[config.mk]
export PLATFORM = sky130hd
export DESIGN_NAME = lfw_ram
export DESIGN_NICKNAME = d
export VERILOG_FILES = /design/src/design/lfw_ram.sv
export SDC_FILE = /design/constraint.sdc
export NUM_CORES = 1
export LEC_CHECK = 0
export BUFFER_PORTS_ARGS = -buffer_cell sky130_fd_sc_hd__buf_4
export CORE_UTILIZATION = 52
export DETAILED_ROUTE_END_ITERATION = 7
export PLACE_DENSITY = 0.74
export SKIP_CTS_REPAIR_TIMING = 1
export SYNTH_ARGS = -nofsm -noshare
export SYNTH_HDL_FRONTEND = slang
export SYNTH_SLANG_ARGS = --single-unit
[constraint.sdc]
create_clock -name clk -period 1.5 [get_ports clk]
set_clock_uncertainty 0.05 [all_clocks]
set_input_delay 0.45 -clock clk [delete_from_list [all_inputs] [get_ports clk]]
set_output_delay 0.45 -clock clk [all_outputs]
set_load 0.02 [all_outputs]
[src/design/lfw_ram.sv]
// ----------------------------------------------------------------------------
// lfw_ram: generic simple dual-port RAM
// One write port, one read port, read data registered.
// ----------------------------------------------------------------------------
module lfw_ram #(
  parameter int WIDTH = 1,
  parameter int DEPTH = 16
) (
  input  logic                     clk,
  input  logic                     we,
  input  logic [$clog2(DEPTH)-1:0] waddr,
  input  logic [WIDTH-1:0]         wdata,
  input  logic [$clog2(DEPTH)-1:0] raddr,
  output logic [WIDTH-1:0]         rdata
);

  logic [WIDTH-1:0] mem [DEPTH];

  always_ff @(posedge clk) begin
    if (we) begin
      mem[waddr] <= wdata;
    end
    rdata <= mem[raddr];
  end

endmodule

==> summary.md <==
| Metric | Value |
|---|---|
| Initial DRC Count | 12 |
| DR WL/cell | 14.5 µm |
| Leak pwr | 0.322 nW |
| Library cells used by synthesis | 11 |
| Vias | 444 |
| Avg Inst Size Synth | around 16 µm² |
| GR Util All Layers | a little under a fifth |
| Final Hold Vio Count | 0 |
| Share of layout cells above drive strength 1 | roughly a quarter |
| Fillers | around 110 |
| Die area | between 0.0015 and 0.002 mm² |
| Mapped Area | ~750 µm² |
| Worst-path maximum fanout | 1 |
| Post-Layout Cell Count | just under 80 |
| FMAX | 766 MHz |
| Critical path data arrival time | approximately 1400 ps |
| Main synth FF type | edfxtp_1 |
| Io pins | 12 |
| R2R depth | 3 |
| R2R setup slack | 190 ps |
| Yosys reg bits | 17 |
| Core box area | around 0.0013 mm² |
| RSZ-0062 raised after global routing | false |
| WP data required | around 1600 ps |
| Antenna violations before repair | 0 |
| Hold Path Class | primary input to flip-flop |
| Via density | roughly 5.6 |
| Startpoint types | flip-flop |
| DP HPWL | 880 µm |
| Port bufs | 11 |
| Sequential element share of the synthesized area | between 60% and 70% |
| Largest cells by area after synthesis | edfxtp_1 (64%), mux4_1 (14%), nor2_1 (6.0%), mux2i_1 (4.0%), dfxtp_1 (2.7%) |
| Synth-to-Final Area Change | 19.1% |
| Most used cell, CP | mux2i_1 |
| Critical path type | flip-flop to flip-flop |
| Gr ovfl total | 0 |
| ANT cells | 0 |
| Top cell family by delay on the critical path | multiplexers |
| Clock net sink count | 17 |
| Largest stage delay on the critical path | roughly 520 ps |
| Setup WS pre-CTS | -108 ps |
| Max Cap Viol | 0 |
| Max stage delay cell, worst path | mux4_1 |
| Clock Tree Buf Depth | 2 |
| Minimum clock period | approximately 1300 ps |
| Site Rows | 13 |
| Slew headroom | between 80 and 90% |
| PD cells | between 900 and 1000 mW/mm² |
| Initial Utilization | around 57% |
| Setup ws final | a little under 200 ps |
| RD Place Congestion | 0.673 |
| Total CTS buffers | 3 |
| Final setup fails | 0 |
| Die X | approximately 40 µm |
| Yosys warnings | 0 |
| WHS Path Cells | 2 |
| Final nets | 76 |
| Min-Delay Endpoint | rdata |
| Final WL | between 1000 and 1500 µm |
| RR Endpoint | rdata |
| Number of synthesized flops with an enable pin | 16 |
| Mapped Cells | 47 |
| First-pass GRT wire length | roughly 1800 µm |
| Htree depth | 1 |
| Largest net degree at the start of global routing | 17 |
| Final slew viol count | 0 |
| DRT antenna net count | 0 |
| Die Ht | ~40 µm |
| Worst-path cell chain | mux4_1, mux2i_1, mux2i_1 |
| Most instantiated library cell after synthesis | edfxtp_1 |
| Placed cell count | 75 |
| Clk Latency, worst-skew pair | ~280 ps |
| Area share of the largest cell type after synthesis | between 60% and 70% |
| Async SR Flop Fraction | 0% |
| Crit end category | flip-flop |
| Clock slew at reported path FFs | ~90 ps |
| Hold Startpoint | raddr[2] |
| Commonest cells in the netlist | edfxtp_1 (16), nor2_1 (12), mux4_1 (4), nor3_1 (4), mux2i_1 (3) |
| Worst-Margin Slew | about 190 ps |
| Worst IR drop on VDD | about 660 µV |
| Synth area leader | edfxtp_1 |
| DRC Markers | 0 |
| RR Startpoint | mem[13] |
| Post-Syn Nets | 58 |
| Root buffer cell | clkbuf_4 |
| Status | finished clean |
| Tcrit/Tclk final | 87.0% |
| Vias in the first global route | 410 |
| Bufs and invs on worst path | 0 |
| CTS tree | built |
| DR pass1 iterations | 4 |
==> per-stage QoR <==
step	hold WS (ps)	TNS (ps)	area (µm²)	power [W]	utilization (%)
2_1_floorplan	499	0	746	0.000580	-
3_3_place_gp	605	-224	862	0.000629	65.4
3_5_place_dp	605	-319	862	0.000632	65.4
4_1_cts	299	0	888	0.000858	67.4
5_1_grt	291	0	888	0.000893	67.4
6_report	301	0	888	0.000853	67.4
==> metal layers <==
metal  track usage (%)  part of all wire [%]  wire length [µm]  vias to the layer above
met3              5.11                   4.4                51                        0
met5                 0                     0                 0                        -
met1              20.6                    41               474                      213
li1                  -                     -                 -                      217
met4              12.9                     0                 0                        0
met2              31.5                    54               623                       14
==> how the worst max path moves through the flow <==
stage	start	end	slack [ps]	depth (start not counted)
after floorplan	waddr[2]	mem[0]	50	2
after global placement	waddr[2]	mem[0]	-80	3
after detailed placement	waddr[2]	mem[0]	-110	3
after CTS	mem[13]	rdata	190	3
after global routing	mem[13]	rdata	140	3
final	mem[13]	rdata	190	3
==> cell type report <==
type	instances	area, µm²	area share (%)
multi-input cells	30	245	27.6
repair buffers	13	97.6	11.0
flip-flops and latches	17	500	56.3
clock buffers	4	26.3	2.96
well taps	15	18.8	2.11
==> cells in the final DEF (no fill, tap or decap), drive strengths merged <==
cell type,synthesis,layout
nor2,12,12
or3b,1,1
mux4,4,4
dfxtp,1,1
edfxtp,16,16
nand2b,2,2
nand3b,2,2
nor3,4,4
mux2i,3,3
nand2,1,1
nand3,1,1
buf,0,13
clkbuf,0,4
==> kinds of logic (layout without fill, tap and decap cells) <==
| family | Yosys count | count (layout) | share of synthesized area, % |
|---|---|---|---|
| DFF | 17 | 17 | 67.1 |
| muxes | 7 | 7 | 18.1 |
| and+or+nand+nor | 23 | 23 | 14.8 |
| buffers and inverters | 0 | 17 | 0 |
==> report_power, final <==
part | internal (W) | switching (W)
clock | 0.000103 | 0.000130
combinational | 0.0000455 | 0.0000415
sequential | 0.000530 | 0.00000263
total | 0.000679 | 0.000174
==> state kept, by name, indices dropped and copies added (netlist names) <==
name	count
rdata	1
mem	16
(Power assumes the default switching activity.)
