[src/design/lfw_pkg.sv]
// ----------------------------------------------------------------------------
// lfw_pkg: shared types and constants for the Life-with-fade block
// State, sweep mode and cell codes, plus the neighbor edge mask bundle.
// ----------------------------------------------------------------------------
package lfw_pkg;

  localparam int GRID_MAX_DEF = 128;
  localparam int SIDE_MIN     = 16;
  localparam int FADE_STEPS   = 4;

  // opcodes
  localparam logic [1:0] OP_TICK   = 2'd0;
  localparam logic [1:0] OP_TOGGLE = 2'd1;
  localparam logic [1:0] OP_READ   = 2'd2;
  localparam logic [1:0] OP_CLEAR  = 2'd3;

  // display codes
  localparam logic [2:0] DISP_DEAD  = 3'd0;
  localparam logic [2:0] DISP_HATCH = 3'd1;
  localparam logic [2:0] DISP_SURV  = 3'd2;
  localparam logic [2:0] DISP_DYING = 3'd3;

  // config register indexes
  localparam logic REG_GRID_SIZE = 1'b0;
  localparam logic REG_PROPER    = 1'b1;

  typedef enum logic [2:0] {
    ST_IDLE, ST_SWEEP, ST_DRAIN, ST_ACC_RD, ST_ACC_WR
  } state_t;

  typedef enum logic [1:0] {
    MODE_GEN, MODE_FADE, MODE_CLR
  } mode_t;

  // which neighbor directions lie inside the active grid
  typedef struct packed {
    logic left;
    logic right;
    logic top;
    logic bottom;
  } edge_mask_t;

endpackage

[src/design/lfw_linebuf.sv]
// ----------------------------------------------------------------------------
// lfw_linebuf: two-row line buffer of alive bits and neighbor counter
// Alive bits stream in row-major order; the center cell sits one row and
// one cell behind the newest bit, and its eight neighbors are counted.
// ----------------------------------------------------------------------------
module lfw_linebuf #(
  parameter int ROW = 128
) (
  input  logic                   clk,
  input  logic                   shift_en,
  input  logic                   din,
  input  lfw_pkg::edge_mask_t    edges,
  output logic [3:0]             nbr_cnt,
  output logic                   center
);
  import lfw_pkg::*;

  logic [2*ROW+1:0] line_r;
  logic [7:0]       nb;

  // shift line, newest bit at index 0
  always_ff @(posedge clk) begin
    if (shift_en) begin
      line_r <= {line_r[2*ROW:0], din};
    end
  end

  // neighbor taps masked by grid edges
  always_comb begin
    nb[0] = din            & edges.right & edges.bottom;
    nb[1] = line_r[0]      & edges.bottom;
    nb[2] = line_r[1]      & edges.left  & edges.bottom;
    nb[3] = line_r[ROW-1]  & edges.right;
    nb[4] = line_r[ROW+1]  & edges.left;
    nb[5] = line_r[2*ROW-1] & edges.right & edges.top;
    nb[6] = line_r[2*ROW]  & edges.top;
    nb[7] = line_r[2*ROW+1] & edges.left  & edges.top;
    nbr_cnt = 4'(nb[0]) + 4'(nb[1]) + 4'(nb[2]) + 4'(nb[3])
            + 4'(nb[4]) + 4'(nb[5]) + 4'(nb[6]) + 4'(nb[7]);
  end

  assign center = line_r[ROW];

endmodule

[config.mk]
export PLATFORM = sky130hd
export DESIGN_NAME = lfw_linebuf
export DESIGN_NICKNAME = d
export VERILOG_FILES = /design/src/design/lfw_pkg.sv /design/src/design/lfw_linebuf.sv
export SDC_FILE = /design/constraint.sdc
export NUM_CORES = 1
export LEC_CHECK = 0
export ABC_AREA = 1
export ABC_CLOCK_PERIOD_IN_PS = 3390
export BUFFER_PORTS_ARGS = -buffer_cell sky130_fd_sc_hd__buf_2
export CAP_MARGIN = 20
export CORE_ASPECT_RATIO = 0.8
export CORE_MARGIN = 2
export CORE_UTILIZATION = 45
export CTS_CLUSTER_DIAMETER = 60
export DETAILED_ROUTE_END_ITERATION = 8
export SYNTH_ARGS = -nofsm -noshare
export SYNTH_HDL_FRONTEND = slang
export SYNTH_SLANG_ARGS = --single-unit
[constraint.sdc]
create_clock -name clk -period 3.39 [get_ports clk]
set_input_delay 0.1695 -clock clk [delete_from_list [all_inputs] [get_ports clk]]
set_output_delay 0.1695 -clock clk [all_outputs]
set_load 0.1 [all_outputs]
==> impl_metrics.toml, run 1 <==
[logic_synthesis]
synth_seq_area_share = 0.9704
postSynthCellCount = 296
compound_cell_area_share_of_the_yosys_netlist = 0
synth_top_family_by_area = "adder cells"
postSynthAreaPerCell_sq_um = 26.97
yosys_reg_bits = 258
synth_fa_ha_area_frac = 0.01473
synth_top_area_share = 0.9704
synth_fp_nets = 310
synth.distinct_cells = 7
synth_xor_xnor_area_share = 0
synthSimpleGateAreaFrac = 0.008306
fraction_of_synthesized_area_in_multiplexers = 0
synth-warning-count = 0
synthesis.area_sq_um = 7984
synth_top_cell_by_area = "edfxtp_1"
netlist_top_cells_area = "edfxtp_1, fa_1, inv_1"

[clocking]
clock_tree.root_cell = "clkbuf_16"
clock_latency_ns = 0.50
cts.sink_count = 258
cts.clk_slew.worst_paths_ns = 0.07
numCtsBuffers = 23
cts_tree = "done"
htreeDepth = 1
cts_max_path_buffers = 3

[pwr]
ir_worst_vdd_mv = 0.4549
power_consumption_mw = 6.525
power.combinational.fraction = 0.038
clock_power_share = 0.386
sw_frac_of_total = 0.1933
intPower_mw = 5.264
leakage_power_nw = 3.162
pwr_density_cell_nw_per_um2 = 705.5
power.sequential.fraction = 0.577
switching_power_mw = 1.262

[setup_path]
crit_path_max_incr_delay_ns = 0.54
crit_required_ns = 3.22
crit_path_max_fanout = 2
timing.critical_path.slowest_stage_cell = "fa_1"
path_delay_family = "adder cells"
worst_setup_path_start_kind = "register"
worstSetupEndpointType = "output pin"
worst_ep_arrival_time_ns = 3.73
path_depth = 12
path_cells = "nand2_1 -> inv_2 -> fa_1 -> inv_2 -> fa_1 -> inv_1 -> fa_1 -> ha_4 -> inv_2 -> fa_2 -> clkinvlp_4 -> buf_12"
timing.reg2reg.worst_path_depth = 0
worstSetupPathType = "reg2out"
sum_of_buffers_and_inverters_on_the_critical_path = 6

[detailed_routing]
route.final.wire_length_mm = 9.131
detail_route.vias_per_cell = 4.660
routed-via-count = 2712
drtPass1Iterations = 4
drtAntennaViolNets = 0
drt_first_iter_violations = 248
dr_drc_count = 0
final_routed_wire_length_divided_by_cell_count_um = 15.69

[timing]
rsz0062_at_grt = "true"
worst_slew_pin_slew_ns = 0.7167
max_freq_ghz = 0.2566
layout_min_cycle_time_ns = 3.897
fin_crit_sh = 1.150
finalMaxSlewViolations = 0
clock_skew_ns = 0.01546
post-route-worst-setup-slack_ns = -0.5074
final-hold-violation-count = 0
setup_violations = 3
slew_margin_rel = 0.5222

[global_route]
grt_max_degree = 102
grt_pass1_vias = 2602
grt_pass1_wl_mm = 14.39
globalRoute.totalOverflow = 0
track_usage = 0.09757
antenna_found_initial = 0

[final_layout]
synthToLayoutAreaGrowth_pct = 15.84
mostFrequentLayoutCell = "edfxtp_1"
reg_top3 = "line_r (258)"
registers.top_by_ff_count = "line_r"
final_layout_size_suffix_gt1_frac = 0.1681
post_layout_nonfiller_instances = 582
largest_reg_flops = 258
layout.cells.most_common_list = "edfxtp_1, clkbuf_16, inv_1, nand2_1, buf_2"
diodes = 0
nNetsFinal = 355

[placed_design]
place_inst = 535
placement.io_buffers = 11
detailed_place_hpwl_mm = 3.942
gp_congestion = 0.7133

[floorplan]
die_h_um = 123.1
initial_utilization = 0.4594
core_area_sq_um = 17380
die_x_um = 152.9
die_area_sq_um = 18830
std_cell_rows = 43
io_pins = 12

[run_status]
outcome = "finished, violations left"
violations = "setup timing"

[min_path]
worst_hold_path.num_cells = 1
timing.hold.worst.class = "in2reg"

[job]
drv_cap = 0
[what timing repair did]
action,in CTS,in global routing
hold buffers,1,0
endpoints found under the hold margin,1,0
gates resized for setup,14,4
gates cloned,0,0
setup buffers,4,1
setup endpoints to repair,4,4
pin swaps,3,2
[power by group through the flow]
stage          Sequential (mW)  Clock [mW]  Combinational [mW]
2_1_floorplan             3.81           0               0.110
6_report                  3.76        2.52               0.247
5_1_grt                   3.78        2.72               0.266
4_1_cts                   3.77        2.61               0.229
3_5_place_dp              3.83           0               0.214
3_3_place_gp              3.83           0               0.206
[kinds of logic (layout without fill, tap and decap cells)]
group / count (synthesis) / in the layout
DFF: 258 / 258
and+or+nand+nor: 17 / 17
adders and majority gates: 7 / 7
buffers and inverters: 14 / 75
[final timing paths]
| path | startpoint | to | slack, ns |
|---|---|---|---|
| worst min-delay path | shift_en | line_r[14]$_DFFE_PP_ | 0.22 |
| worst max register to register | line_r[129]$_DFFE_PP_ | line_r[130]$_DFFE_PP_ | 2.65 |
| worst max-delay path | line_r[0]$_DFFE_PP_ | nbr_cnt[1] | -0.51 |
| worst min register to register | line_r[140]$_DFFE_PP_ | line_r[141]$_DFFE_PP_ | 0.41 |
[final cells by class]
type                    count  area, sq um
fillers                  1291         8129
clock inverters            13        141.4
repair buffers             20        219.0
flip-flops and latches    258         7747
multi-input cells          24        209.0
inverters                  14        56.30
clock buffers              28        594.3
well taps                 225        281.5
[through the flow]
stage | hold WS [ns] | area [sq um] | TNS [ns] | setup slack (ns) | utilization
floorplan | 0.2684 | 7993 | 0 | 0.01318 | -
global placement | 0.3633 | 8404 | 0 | 0.09214 | 0.4836
detailed placement | 0.3774 | 8404 | -0.003009 | -0.003009 | 0.4836
CTS | 0.2049 | 9223 | -1.287 | -0.5355 | 0.5307
global route | 0.2425 | 9249 | -1.687 | -0.6123 | 0.5322
finish | 0.2151 | 9249 | -1.368 | -0.5074 | 0.5322
[cell usage after synthesis]
cell / number
edfxtp_1: 258
inv_1: 14
nand3_1: 2
nand2_1: 12
nor2_1: 3
fa_1: 4
ha_1: 3
[per-layer routing]
layer	global-route usage	up-vias	part of all wire
met4	0.03762	0	0.034
met5	0	-	0
met2	0.1110	46	0.38
met3	0.02559	24	0.036
li1	-	1249	-
met1	0.1710	1393	0.55
No activity file was read; power rests on OpenSTA's default activity.
==> run 2, diff against run 1 <==
==> constraint.sdc (replaced) <==
create_clock -name clk -period 3.39 [get_ports clk]
set_input_delay 0.339 -clock clk [delete_from_list [all_inputs] [get_ports clk]]
set_output_delay 0.339 -clock clk [all_outputs]
set_load 0.1 [all_outputs]
==> run 2 against run 1 <==
Against the previous run:
- the flow still finishes with violations (setup timing)
- worst setup slack worse by 0.096 ns
- clock skew decreased by 0.0030 ns
- non-clock buffer count decreased by 2
- critical path depth unchanged
- design area down 0.55%
- worst hold slack got worse by 0.16 ns
- register-to-register slack got worse by 0.29 ns
- clock-buffer cell count increased by 1
- via count hardly changed
- power down 1.8%
- die area did not move
- clock power decreased by 5%
- critical path type unchanged
- largest cell class unchanged
- highest routed layer unchanged
==> impl_metrics.toml, run 2 (synthesized netlist as in run 1, its figures left out) <==
[clocking]
hold_fix_buffers_cts = 0
numCtsBuffers = 23
htreeDepth = 1
cts.clk_slew.worst_paths_ns = 0.06
clock_latency_ns = 0.49
cts_max_path_buffers = 3
cts.sink_count = 258
clock_tree.root_cell = "clkbuf_16"
cts_tree = "done"

[timing]
setup_violations = 4
fin_crit_sh = 1.178
slew_margin_rel = 0.4551
fin_worst_hold_slack_ns = 0.05949
final-hold-violation-count = 0
rsz0062_at_grt = "true"
layout_min_cycle_time_ns = 3.993
post-route-worst-setup-slack_ns = -0.6034
finalMaxSlewViolations = 0
max_freq_ghz = 0.2504
worst_slew_pin_slew_ns = 0.8174
clock_skew_ns = 0.01247

[final_layout]
nNetsFinal = 353
final_design_area_no_fill_sq_um = 9198
diodes = 0
final_layout_size_suffix_gt1_frac = 0.1671
reg_top3 = "line_r (258)"
largest_reg_flops = 258
mostFrequentLayoutCell = "edfxtp_1"
synthToLayoutAreaGrowth_pct = 15.20
registers.top_by_ff_count = "line_r"
footprint_of_the_multi_input_gates_sq_um = 219.0
layout.cells.most_common_list = "edfxtp_1, clkbuf_16, inv_1"
nFillCells = 1300
ff_latch_area_sq_um = 7747

[detailed_routing]
routed-via-count = 2713
wl_met3_um = 353
drt_first_iter_violations = 228
drtAntennaViolNets = 0
detail_route.vias_per_cell = 4.694
dr.max_layer_used = "met4"
dr_drc_count = 0
route.final.wire_length_mm = 9.033
final_routed_wire_length_divided_by_cell_count_um = 15.63
wirelength_met1_mm = 5.034
drtPass1Iterations = 4
wl_met2_mm = 3.451

[global_route]
grt_pass1_vias = 2564
grt_max_degree = 113
grt_pass1_wl_mm = 14.22
track_usage = 0.09614
globalRoute.totalOverflow = 0
antenna_found_initial = 0

[run_status]
violations = "setup timing"
outcome = "finished, violations left"

[setup_path]
crit_required_ns = 3.05
timing.reg2reg.worst_path_depth = 3
crit_path_max_fanout = 2
worst_ep_arrival_time_ns = 3.65
critical_path.reg2reg.startpoint = "line_r[0]$_DFFE_PP_"
r2r_setup_slack_ns = 2.36
worst_r2r_endpoint = "line_r[1]$_DFFE_PP_"
worst_setup_path_start_kind = "register"
worstSetupPathType = "reg2out"
worstSetupEndpointType = "output pin"

[placed_design]
gp_congestion = 0.7002
placement.io_buffers = 11
postPlaceCellArea_sq_um = 8459
detailed_place_hpwl_mm = 3.929

[pwr]
ir_worst_vdd_mv = 0.3728
power_consumption_mw = 6.408
clock_power_share = 0.374
switching_power_mw = 1.228
power.sequential.fraction = 0.587
power.combinational.fraction = 0.039
pwr_density_cell_nw_per_um2 = 696.7
sw_frac_of_total = 0.1917
intPower_mw = 5.180
leakage_power_nw = 3.128

[floorplan]
die_h_um = 123.1
std_cell_rows = 43
initial_utilization = 0.4594
io_pins = 12
die_area_sq_um = 18830
core_area_sq_um = 17380
die_x_um = 152.9

[min_path]
timing.hold.worst.start = "din"
timing.hold.worst.class = "in2reg"
worst_hold_path.num_cells = 1
min_delay_worst_endpoint = "line_r[0]$_DFFE_PP_"

[job]
drv_cap = 0
[run 2: how the worst max path moves through the flow]
stage	cells after the start	slack [ns]	to	from
global route	12	-0.70	nbr_cnt[1]	line_r[0]$_DFFE_PP_
CTS	12	-0.61	nbr_cnt[1]	line_r[0]$_DFFE_PP_
global placement	13	-0.12	nbr_cnt[1]	edges[2]
finish	12	-0.60	nbr_cnt[1]	line_r[0]$_DFFE_PP_
floorplan	11	-0.09	nbr_cnt[1]	line_r[0]$_DFFE_PP_
detailed placement	13	-0.16	nbr_cnt[1]	din
[run 2: power by group through the flow]
| stage | registers (mW) | logic [mW] | clock network, mW |
|---|---|---|---|
| 2_1_floorplan | 3.81 | 0.110 | 0 |
| 3_3_place_gp | 3.83 | 0.230 | 0 |
| 3_5_place_dp | 3.83 | 0.235 | 0 |
| 4_1_cts | 3.77 | 0.245 | 2.49 |
| 5_1_grt | 3.78 | 0.265 | 2.61 |
| 6_report | 3.76 | 0.248 | 2.40 |
[run 2: final cells by class]
class / instances / area share
Sequential cell: 258 / 0.8423
Clock buffer: 29 / 0.06503
Tap cell: 225 / 0.03061
Multi-Input combinational cell: 24 / 0.02381
Timing Repair Buffer: 18 / 0.02204
Clock inverter: 10 / 0.01007
Inverter: 14 / 0.006122
[run 2: through the flow]
stage               instances  setup TNS, ns  setup slack, ns  utilization
floorplan                 296        -0.1087         -0.09284            -
global placement          536        -0.1654          -0.1228       0.4868
detailed placement        536        -0.2612          -0.1552       0.4868
CTS                       576         -1.285          -0.6102       0.5281
global route              578         -1.683          -0.6984       0.5293
finish                    578         -1.302          -0.6034       0.5293
[run 2: routing by layer]
| metal | vias to the layer above | GRT usage |
|---|---|---|
| met1 | 1414 | 0.1663 |
| met4 | 0 | 0.02836 |
| met3 | 19 | 0.02979 |
| met2 | 37 | 0.1124 |
| met5 | - | 0 |
| li1 | 1243 | - |
[run 2: repair_timing]
item	4_1_cts	5_1_grt
pin swaps	2	3
resized for setup	5	3
setup buffers	1	2
setup endpoints to repair	4	4
[run 2: critical path: stages (launching register included)]
cell and delay, ns:
edfxtp_1 0.39, nand2_1 0.07, inv_1 0.05, fa_1 0.50, inv_1 0.06, fa_1 0.51
inv_2 0.05, fa_2 0.56, ha_4 0.14, inv_2 0.03, fa_2 0.54, clkinvlp_4 0.09
buf_12 0.17
==> run 3, diff against run 2 <==
CORE_UTILIZATION = 50   (was 45)
PLACE_DENSITY = 0.66   (was not set)
==> run 3 against run 2 <==
Against the previous run:
- the flow still finishes with violations (setup timing)
- register-to-register slack better by 0.14 ns
- clock-buffer cell count shrank 2
- clock skew is essentially flat
- clock power shrank 4%
- core utilization grew 5.5 points
- sequential cell count stayed put
- non-clock buffer count increased by 2
- sequential share of layout area increased by 0.22 points
- critical endpoint unchanged
- largest power group unchanged
==> impl_metrics.toml, run 3 (synthesized netlist as in run 1, its figures left out) <==
[job]
drv_cap = 0

[timing]
finalMaxSlewViolations = 0
worst_slew_pin_slew_ns = 0.7488
post-route-worst-setup-slack_ns = -0.5796
layout_min_cycle_time_ns = 3.970
fin_setup_tns_ns = -1.284
final-hold-violation-count = 0
setup_violations = 4
slew_margin_rel = 0.5008
rsz0062_at_grt = "true"
clock_skew_ns = 0.01245
fin_crit_sh = 1.171
max_freq_ghz = 0.2519

[setup_path]
sum_of_buffers_and_inverters_on_the_critical_path = 6
worstSetupPathType = "reg2out"
worst_ep_arrival_time_ns = 3.63
path_cells = "nand2_1 -> inv_2 -> fa_1 -> inv_2 -> fa_1 -> inv_2 -> fa_1 -> ha_4 -> inv_2 -> fa_2 -> clkinvlp_4 -> buf_12"
crit_path_max_fanout = 2
critical-path-top-cell-by-count = "inv_2"
path_delay_family = "adder cells"
crit_required_ns = 3.05
timing.critical_path.slowest_stage_cell = "fa_2"
worst_setup_path_start_kind = "register"
worstSetupEndpointType = "output pin"
crit_path_max_incr_delay_ns = 0.55

[floorplan]
die_x_um = 145.3
die_area_sq_um = 17000
io_pins = 12
core_area_sq_um = 15700
std_cell_rows = 41
die_h_um = 117.0
initial_utilization = 0.5086

[pwr]
ir_worst_vdd_mv = 0.4251
leakage_power_nw = 3.128
pwr_density_cell_nw_per_um2 = 688.7
power_consumption_mw = 6.318

[final_layout]
diodes = 0
registers.top_by_ff_count = "line_r"
largest_reg_flops = 258
mostFrequentLayoutCell = "edfxtp_1"
synthToLayoutAreaGrowth_pct = 14.90
final_layout_size_suffix_gt1_frac = 0.1808
reg_top3 = "line_r (258)"
nNetsFinal = 355
layout.cells.most_common_list = "edfxtp_1, clkbuf_16, nand2_1"

[clocking]
numCtsBuffers = 23
clock_latency_ns = 0.49
clock_tree.root_cell = "clkbuf_16"
htreeDepth = 1
cts_tree = "done"
cts_max_path_buffers = 3
cts.clk_slew.worst_paths_ns = 0.06
cts.sink_count = 258

[detailed_routing]
routed-via-count = 2695
dr_drc_count = 0
route.final.wire_length_mm = 8.924
drtPass1Iterations = 4
drtAntennaViolNets = 0
detail_route.vias_per_cell = 4.736
final_routed_wire_length_divided_by_cell_count_um = 15.68
drt_first_iter_violations = 268

[placed_design]
placement.io_buffers = 11
gp_congestion = 0.6796
detailed_place_hpwl_mm = 4.006

[run_status]
outcome = "finished, violations left"
violations = "setup timing"

[global_route]
grt_pass1_vias = 2547
grt_max_degree = 108
track_usage = 0.1048
globalRoute.totalOverflow = 0
grt_pass1_wl_mm = 13.80
antenna_found_initial = 0

[min_path]
timing.hold.worst.class = "in2reg"
## run 3: cell count changes in the layout (fill, tap and decap cells not counted), sizes merged
cell,previous run,this run
buf,18,20
clkbuf,29,27
clkinv,8,10
bufinv,2,1
## run 3: worst paths after layout
check	startpoint	cells after the start	endpoint	slack [ns]
setup / recovery	line_r[127]$_DFFE_PP_	12	nbr_cnt[1]	-0.58
hold / removal	din	1	line_r[0]$_DFFE_PP_	0.06
setup reg to reg	line_r[127]$_DFFE_PP_	2	line_r[128]$_DFFE_PP_	2.50
hold reg to reg	line_r[75]$_DFFE_PP_	0	line_r[76]$_DFFE_PP_	0.41
## run 3: layer usage
layer  up-vias  wire (um)  GRT usage
met5         -          0          0
met4         0        247    0.03922
met3        23        365    0.02907
met2        41       3485     0.1302
met1      1379       4825     0.1746
li1       1252          -          -
## run 3: layout make-up
cell class / instances / area [sq um]
clock inverter: 11 / 72.57
multi-input combinational: 24 / 216.5
sequential: 258 / 7747
clock buffer: 27 / 590.6
timing repair buffer: 20 / 221.5
tap: 215 / 269.0
fill: 1113 / 6524
inverter: 14 / 56.30
## run 3: through the flow
stage	util	std cells	worst slack (ns)	area [sq um]	hold WS, ns
final	0.5844	569	-0.5796	9174	0.05759
after global routing	0.5844	569	-0.6676	9174	0.03576
after CTS	0.5838	568	-0.6271	9164	0.03691
after detailed placement	0.5381	526	-0.1910	8447	0.4045
after global placement	0.5381	526	-0.09290	8447	0.4022
after floorplan	-	296	-0.09284	7998	0.4003
## run 3: repair_timing
item / 4_1_cts / 5_1_grt
resized for setup: 6 / 5
endpoints found under the setup margin: 4 / 4
pin swaps: 3 / 3
hold buffers: 0 / 0
setup buffers: 4 / 1
## run 3: power by group
| part | switching (mW) | internal [mW] |
|---|---|---|
| sequential | 0.0505 | 3.71 |
| combinational | 0.173 | 0.0783 |
| clock | 0.995 | 1.31 |
